`src/sv/sle_pkg.sv`:
```
// sle_pkg: shared constants, opcodes and status codes for the shifting list engine
// no dependencies
`timescale 1ns / 1ps
package sle_pkg;
  localparam int DEPTH_DEF = 16;
  localparam int ITEM_WIDTH_DEF = 32;
  localparam int POS_W = 4;
  localparam int DATA_W = 32;
  localparam int CNT_W = 5;

  typedef enum logic [2:0] {
    OP_PUSH_BACK  = 3'd0,
    OP_PUSH_FRONT = 3'd1,
    OP_POP_BACK   = 3'd2,
    OP_POP_FRONT  = 3'd3,
    OP_FIND       = 3'd4,
    OP_REMOVE     = 3'd5,
    OP_INSERT     = 3'd6,
    OP_READ       = 3'd7
  } op_t;

  typedef enum logic [1:0] {
    ST_OK     = 2'd0,
    ST_BOUNDS = 2'd1,
    ST_FULL   = 2'd2
  } status_t;

  typedef enum logic [1:0] {
    CMD_HOLD  = 2'd0,
    CMD_LOAD  = 2'd1,
    CMD_UP    = 2'd2,
    CMD_DOWN  = 2'd3
  } cmd_t;

  typedef enum logic [1:0] {
    S_IDLE = 2'd0,
    S_SCAN = 2'd1,
    S_DONE = 2'd2
  } state_t;

  // per cell control: what to do, and over which ranks (from upto)
  typedef struct packed {
    cmd_t cmd;
    logic [7:0] from;
    logic [7:0] upto;
  } cell_ctl_t;
endpackage

```
`src/sv/sle_cell.sv`:
```
// sle_cell: one storage cell of the list row
// depends on sle_pkg
`timescale 1ns / 1ps
module sle_cell #(
  parameter int ITEM_WIDTH = sle_pkg::ITEM_WIDTH_DEF,
  parameter int RANK = 0
) (
  input  logic                   clk,
  input  sle_pkg::cell_ctl_t     ctl,
  input  logic [ITEM_WIDTH-1:0]  load_value,
  input  logic [ITEM_WIDTH-1:0]  left_value,
  input  logic [ITEM_WIDTH-1:0]  right_value,
  output logic [ITEM_WIDTH-1:0]  value
);
  import sle_pkg::*;
  logic act;
  assign act = (RANK >= int'(ctl.from)) && (RANK <= int'(ctl.upto));

  always_ff @(posedge clk) begin
    if (act) begin
      case (ctl.cmd)
        CMD_LOAD: value <= load_value;
        CMD_UP:   value <= (RANK == int'(ctl.from)) ? load_value : left_value;
        CMD_DOWN: value <= right_value;
        default:  value <= value;
      endcase
    end
  end
endmodule

```
`src/sv/shifting_list_engine.sv`:
```
// shifting_list_engine: ordered list held in a row of shifting cells
// push, pop, insert, read go from idle straight to done, which registers out_valid
// find and remove first walk the row, one cell a cycle, until the row ends;
// a find stops early at its first match
// one word at a time: the next word is taken in the cycle its result leaves,
// or later while the receiver stalls the result
// reset clears occupancy and the controller; cell contents stay undefined
`timescale 1ns / 1ps
module shifting_list_engine #(
  parameter int DEPTH = sle_pkg::DEPTH_DEF,
  parameter int ITEM_WIDTH = sle_pkg::ITEM_WIDTH_DEF
) (
  input  logic                      clk,
  input  logic                      rst,
  input  logic                      in_valid,
  output logic                      in_ready,
  input  logic [2:0]                opcode,
  input  logic [ITEM_WIDTH-1:0]     item_value,
  input  logic [sle_pkg::POS_W-1:0] position,
  output logic                      out_valid,
  input  logic                      out_ready,
  output logic [sle_pkg::DATA_W-1:0] data_out,
  output logic                      found,
  output logic [sle_pkg::POS_W-1:0] found_index,
  output logic [1:0]                status,
  output logic [sle_pkg::CNT_W-1:0] entry_count
);
  import sle_pkg::*;
  localparam int IW = $clog2(DEPTH);
  localparam int OW = $clog2(DEPTH + 1);

  state_t state, state_next;

  // held request
  op_t                   op;
  logic [ITEM_WIDTH-1:0] val;
  logic [POS_W-1:0]      pos;

  logic [OW-1:0] occupancy;
  logic [OW-1:0] scan;   // read pointer of the walk
  logic [OW-1:0] kept;   // write pointer of the compaction

  logic [ITEM_WIDTH-1:0] cells [DEPTH];
  cell_ctl_t ctl;
  logic [ITEM_WIDTH-1:0] load_value;

  logic accept;
  assign accept = in_valid && in_ready;
  // a waiting result that leaves in this cycle no longer blocks the next word
  assign in_ready = (state == S_IDLE) && (!out_valid || out_ready);

  // row of cells: each takes a word from its left or right neighbour, or the load value
  for (genvar g = 0; g < DEPTH; g++) begin : g_cell
    sle_cell #(.ITEM_WIDTH(ITEM_WIDTH), .RANK(g)) u_cell (
      .clk(clk),
      .ctl(ctl),
      .load_value(load_value),
      .left_value(cells[(g == 0) ? 0 : g - 1]),
      .right_value(cells[(g == DEPTH - 1) ? g : g + 1]),
      .value(cells[g])
    );
  end

  logic pos_ok, full;
  assign pos_ok = OW'(pos) < occupancy;
  assign full = occupancy >= OW'(DEPTH);

  logic [ITEM_WIDTH-1:0] scan_word;
  assign scan_word = cells[scan[IW-1:0]];

  logic scan_end;
  assign scan_end = scan >= occupancy;

  // next state
  always_comb begin
    state_next = state;
    case (state)
      S_IDLE: if (accept) begin
        state_next = ((op_t'(opcode) == OP_FIND) || (op_t'(opcode) == OP_REMOVE))
                     ? S_SCAN : S_DONE;
      end
      S_SCAN: begin
        if (scan_end || ((op == OP_FIND) && (scan_word == val))) state_next = S_DONE;
      end
      S_DONE: state_next = S_IDLE;
      default: state_next = S_IDLE;
    endcase
  end

  always_ff @(posedge clk) begin
    if (rst) state <= S_IDLE;
    else state <= state_next;
  end

  always_ff @(posedge clk) begin
    if (accept) begin
      op <= op_t'(opcode);
      val <= item_value;
      pos <= position;
    end
  end

  // cell commands: single edits in the done cycle, compaction moves during the walk
  always_comb begin
    ctl.cmd = CMD_HOLD;
    ctl.from = '0;
    ctl.upto = '0;
    load_value = val;
    if (state == S_DONE) begin
      case (op)
        OP_PUSH_BACK: if (!full) begin
          ctl.cmd = CMD_LOAD;
          ctl.from = 8'(occupancy);
          ctl.upto = 8'(occupancy);
        end
        OP_PUSH_FRONT: if (!full) begin
          ctl.cmd = CMD_UP;
          ctl.upto = 8'(occupancy);
        end
        OP_POP_FRONT: if (occupancy != '0) begin
          ctl.cmd = CMD_DOWN;
          ctl.upto = 8'(DEPTH - 1);
        end
        OP_INSERT: if (pos_ok && !full) begin
          ctl.cmd = CMD_UP;
          ctl.from = 8'(pos);
          ctl.upto = 8'(occupancy);
        end
        default: ;
      endcase
    end else if ((state == S_SCAN) && (op == OP_REMOVE) && !scan_end
                 && (scan_word != val)) begin
      ctl.cmd = CMD_LOAD;
      ctl.from = 8'(kept);
      ctl.upto = 8'(kept);
      load_value = scan_word;
    end
  end

  // walk pointers, occupancy and the result word
  always_ff @(posedge clk) begin
    if (rst) begin
      occupancy <= '0;
      out_valid <= 1'b0;
      scan <= '0;
      kept <= '0;
    end else begin
      if (out_valid && out_ready) out_valid <= 1'b0;
      if (accept) begin
        scan <= '0;
        kept <= '0;
        found <= 1'b0;
        found_index <= '0;
      end
      if (state == S_SCAN && !scan_end) begin
        scan <= scan + 1'b1;
        if (op == OP_FIND && scan_word == val) begin
          found <= 1'b1;
          found_index <= POS_W'(scan);
        end
        if (op == OP_REMOVE && scan_word != val) kept <= kept + 1'b1;
      end
      if (state == S_DONE) begin
        out_valid <= 1'b1;
        case (op)
          OP_PUSH_BACK, OP_PUSH_FRONT: begin
            data_out <= '0;
            if (full) status <= ST_FULL;
            else begin
              status <= ST_OK;
              occupancy <= occupancy + 1'b1;
            end
          end
          OP_POP_BACK: begin
            if (occupancy == '0) begin
              status <= ST_BOUNDS;
              data_out <= '0;
            end else begin
              status <= ST_OK;
              data_out <= DATA_W'(cells[IW'(occupancy - 1'b1)]);
              occupancy <= occupancy - 1'b1;
            end
          end
          OP_POP_FRONT: begin
            if (occupancy == '0) begin
              status <= ST_BOUNDS;
              data_out <= '0;
            end else begin
              status <= ST_OK;
              data_out <= DATA_W'(cells[0]);
              occupancy <= occupancy - 1'b1;
            end
          end
          OP_REMOVE: begin
            status <= ST_OK;
            data_out <= '0;
            occupancy <= kept;
          end
          OP_INSERT: begin
            data_out <= '0;
            if (!pos_ok) status <= ST_BOUNDS;
            else if (full) status <= ST_FULL;
            else begin
              status <= ST_OK;
              occupancy <= occupancy + 1'b1;
            end
          end
          OP_READ: begin
            if (!pos_ok) begin
              status <= ST_BOUNDS;
              data_out <= '0;
            end else begin
              status <= ST_OK;
              data_out <= DATA_W'(cells[IW'(pos)]);
            end
          end
          default: begin
            status <= ST_OK;
            data_out <= '0;
          end
        endcase
      end
    end
  end

  assign entry_count = CNT_W'(occupancy);

  a_occ_bound: assert property (@(posedge clk) disable iff (rst) occupancy <= OW'(DEPTH))
    else $error("occupancy beyond depth");
  a_kept_le_scan: assert property (@(posedge clk) disable iff (rst) kept <= scan)
    else $error("compaction write pointer ahead of read pointer");
  a_no_accept_busy: assert property (@(posedge clk) disable iff (rst)
    (state != S_IDLE) |-> !in_ready)
    else $error("ready while busy");
  a_done_result: assert property (@(posedge clk) disable iff (rst)
    (state == S_DONE) |=> out_valid)
    else $error("no result after done");
endmodule
```
`config.mk`:
```
export PLATFORM = sky130hd
export DESIGN_NAME = shifting_list_engine
export DESIGN_NICKNAME = d
export VERILOG_FILES = /design/src/sv/sle_pkg.sv /design/src/sv/sle_cell.sv /design/src/sv/shifting_list_engine.sv
export SDC_FILE = /design/constraint.sdc
export NUM_CORES = 2
export LEC_CHECK = 0
export ABC_AREA = 1
export BUFFER_PORTS_ARGS = -buffer_cell sky130_fd_sc_hd__buf_2
export CAP_MARGIN = 20
export CELL_PAD_IN_SITES_DETAIL_PLACEMENT = 0
export CELL_PAD_IN_SITES_GLOBAL_PLACEMENT = 1
export CORE_MARGIN = 2
export CORE_UTILIZATION = 35
export CTS_BUF_LIST = sky130_fd_sc_hd__clkbuf_8 sky130_fd_sc_hd__clkbuf_16
export CTS_CLUSTER_DIAMETER = 150
export DETAILED_ROUTE_END_ITERATION = 8
export PLACE_DENSITY = 0.75
export SYNTH_ARGS = -nofsm -noshare
export SYNTH_HDL_FRONTEND = slang
export SYNTH_HIERARCHICAL = 1
export SYNTH_SLANG_ARGS = --single-unit
```
`constraint.sdc`:
```
create_clock -name clk -period 17.5 [get_ports clk]
set_input_delay 0 -clock clk [delete_from_list [all_inputs] [get_ports clk]]
set_output_delay 0 -clock clk [all_outputs]
set_load 0.005 [all_outputs]
```
==> run metrics <==
Core Region 169000 um^2; post-CTS setup buffer count 0; routed len/inst 26.8 um; P_leak 24.5 nW; GRT Total Usage 31.9%; Rows 151; Final setup viols 0; multi-input logic area 32800 um^2; Slew Limit Headroom 14.0%; PnR worst setup slack 8900 ps; Die Area 173000 um^2; TNS Setup 0 ps; Clock Skew 47.5 ps; initial DRC count 8542; Routability Congestion 0.945; drt total wl 287 mm; commonest non-fill, non-tap cell in the layout nand3_1; register area 18100 um^2; first-pass GRT wire length 413 mm; pre-CTS setup slack 9110 ps; DP Wirelength 184 mm; Worst-Margin Slew 1290 ps; CTS tree built; Layout area overhead 7.24%; Residual DRC 0; CTS Sinks 608; fmax 116 MHz; Post-synth EDFFs 590; Core Util, Final 37.7%; Cell variety after synth 56; outcome complete, no violations; Post-CTS Resized 0; num ports 89; initial antenna violation count 9; vias in the first global route 60.1k; Synth top area share 29.8%; CP max FO 190; post-route insts no fill 10.7k; FILL cells 17.6k; share of layout cells above drive strength 1 10.6%; Slowest-stage cell, CP buf_4; top post-synthesis cells by area edfxtp_1 (30%), nand3_1 (14%), nand2_1 (9.0%); area of the mapped netlist 59400 um^2; Layout Nets 8503; Crit Path Category register to register; final slew viol count 0; Via Count 64.9k; max_cap viols 0; data required time of the critical path 17860 ps; RSZ-0062 raised after global routing no; H-Tree Depth 3; via/cell ratio 6.05; Post-DRT Antenna Nets 0; final worst path period share 49.1%; Setup crit start kind register; dpl cells 10.5k; register area share after synthesis 30.4%; CP endpoint kind register; ys flop type edfxtp_1; Yosys reg bits 608; die width 416 um; DRT Pass-1 Iters 8; Hold Fails Final Rpt 0; CP arrival 8960 ps; worst-skew pair later-pin latency 770 ps; Hold WC Path Type primary input to register; initial core utilization 35.1%; Synth async-reset ratio 0%; CTS Buf Count 81; IO Port Bufs 88; largest net degree at the start of global routing 232; Root Driver clkbuf_16; Crit path top cell by count buf_4; die height 416 um; synth warn 6; total grt overflow 0; leading area contributor after synthesis edfxtp_1; Worst VDD drop 0.0713 mV; Worst path max stage delay 830 ps; most frequent cells in the layout nand3_1 (1716), nand2_1 (1418), inv_1 (1228); syn_area_per_cell 6.84 um^2; Mapped Cells 8685; Power Density 73.5 nW/um^2; Clk pin slew, worst setup/hold paths 60 ps; Max Buffers Root-to-Sink 3; post-layout min period 8600 ps
[metal layers]
metal,vias to the layer above,track usage (%),routed length [um]
met4,8,26.6,27900
met3,988,6.09,28000
met5,-,0,93
met1,30800,38.0,105000
li1,29100,-,-
met2,4006,49.7,126000
[registers in the layout, indices dropped and copies added (netlist names)]
register	count
state	2
out_valid	1
val	32
entry_count	5
scan	5
op	3
data_out	32
status	2
found_index	4
found	1
kept	5
g_cell.u_cell/value	512
pos	4
[where the power goes]
part,internal [mW],switching (mW),leakage (nW)
clock,0.976,0.786,1.36
sequential,1.65,0.0452,5.50
combinational,0.359,0.864,17.6
[timing repair]
item	CTS	global route
hold buffers	76	0
endpoints found under the hold margin	63	0
endpoints found under the setup margin	0	0
[through the flow]
stage | hold slack, ps | area, um^2 | total power [mW]
after floorplan | 98.9 | 59800 | 2.40
after detailed placement | 178 | 60200 | 2.88
after CTS | 0.945 | 63600 | 4.63
after global routing | 13.7 | 63700 | 4.80
after global placement | 178 | 60100 | 2.86
final | 38.5 | 63700 | 4.68
[kinds of logic after synthesis]
logic type               share of synthesized area (%)
flip-flops                                        30.4
adder cells (fa/ha/maj)                          0.253
XOR/XNOR                                        0.0884
AO/OA/AOI/OAI                                     26.4
AND/OR/NAND/NOR                                   27.5
buffers and inverters                             15.4
other                                          0.00631
[worst paths after layout]
| check | startpoint | end | slack (ps) | cells past startpoint |
|---|---|---|---|---|
| setup / recovery | scan[0]$_SDFFE_PP0P_ | g_cell[12].u_cell/value[16]$_DFFE_PP_ | 8900 | 25 |
| hold / removal | item_value[11] | val[11]$_DFFE_PP_ | 40 | 2 |
| setup reg to reg | scan[0]$_SDFFE_PP0P_ | g_cell[12].u_cell/value[16]$_DFFE_PP_ | 8900 | 25 |
| hold reg to reg | state[1]$_SDFFE_PP0P_ | state[1]$_SDFFE_PP0P_ | 530 | 3 |
[Yosys cell counts (7+ instances only)]
cell type / instances
buf_4: 92
o22ai_1: 9
nand3_1: 1717
a21oi_2: 93
nor2_1: 153
nor4_1: 10
o21bai_2: 198
buf_8: 8
dfxtp_1: 18
nor3_1: 15
o311ai_0: 65
o211ai_1: 151
nor2_2: 23
a21oi_1: 758
o21bai_1: 195
o21ai_0: 966
edfxtp_1: 590
nor2_4: 22
nand2_4: 9
nand3_2: 9
buf_6: 99
or2_2: 37
ha_1: 12
a211oi_1: 29
inv_2: 35
nand2_1: 1418
a31oi_1: 44
inv_1: 1215
nand4_1: 7
o21ai_1: 24
nand3b_1: 15
nand2_2: 43
buf_2: 245
buf_12: 7
nor2_8: 20
clkbuf_1: 246
buf_1: 43
[critical path: cells and delay by family, from the launching register on]
kind	cells	cell delay, ps
buf+inv	9	5150
simple gates	13	1330
flops	1	730
compound gates	3	550
[layout make-up]
class	instances	share of cell area, %
Sequential cell	608	28.4
Multi-Input combinational cell	6173	51.5
Clock buffer	83	3.22
Timing Repair Buffer	327	4.08
Antenna cell	3	0.0118
Clock inverter	66	0.939
Inverter	1257	7.45
Tap cell	2218	4.36
(Power assumes the default switching activity.)
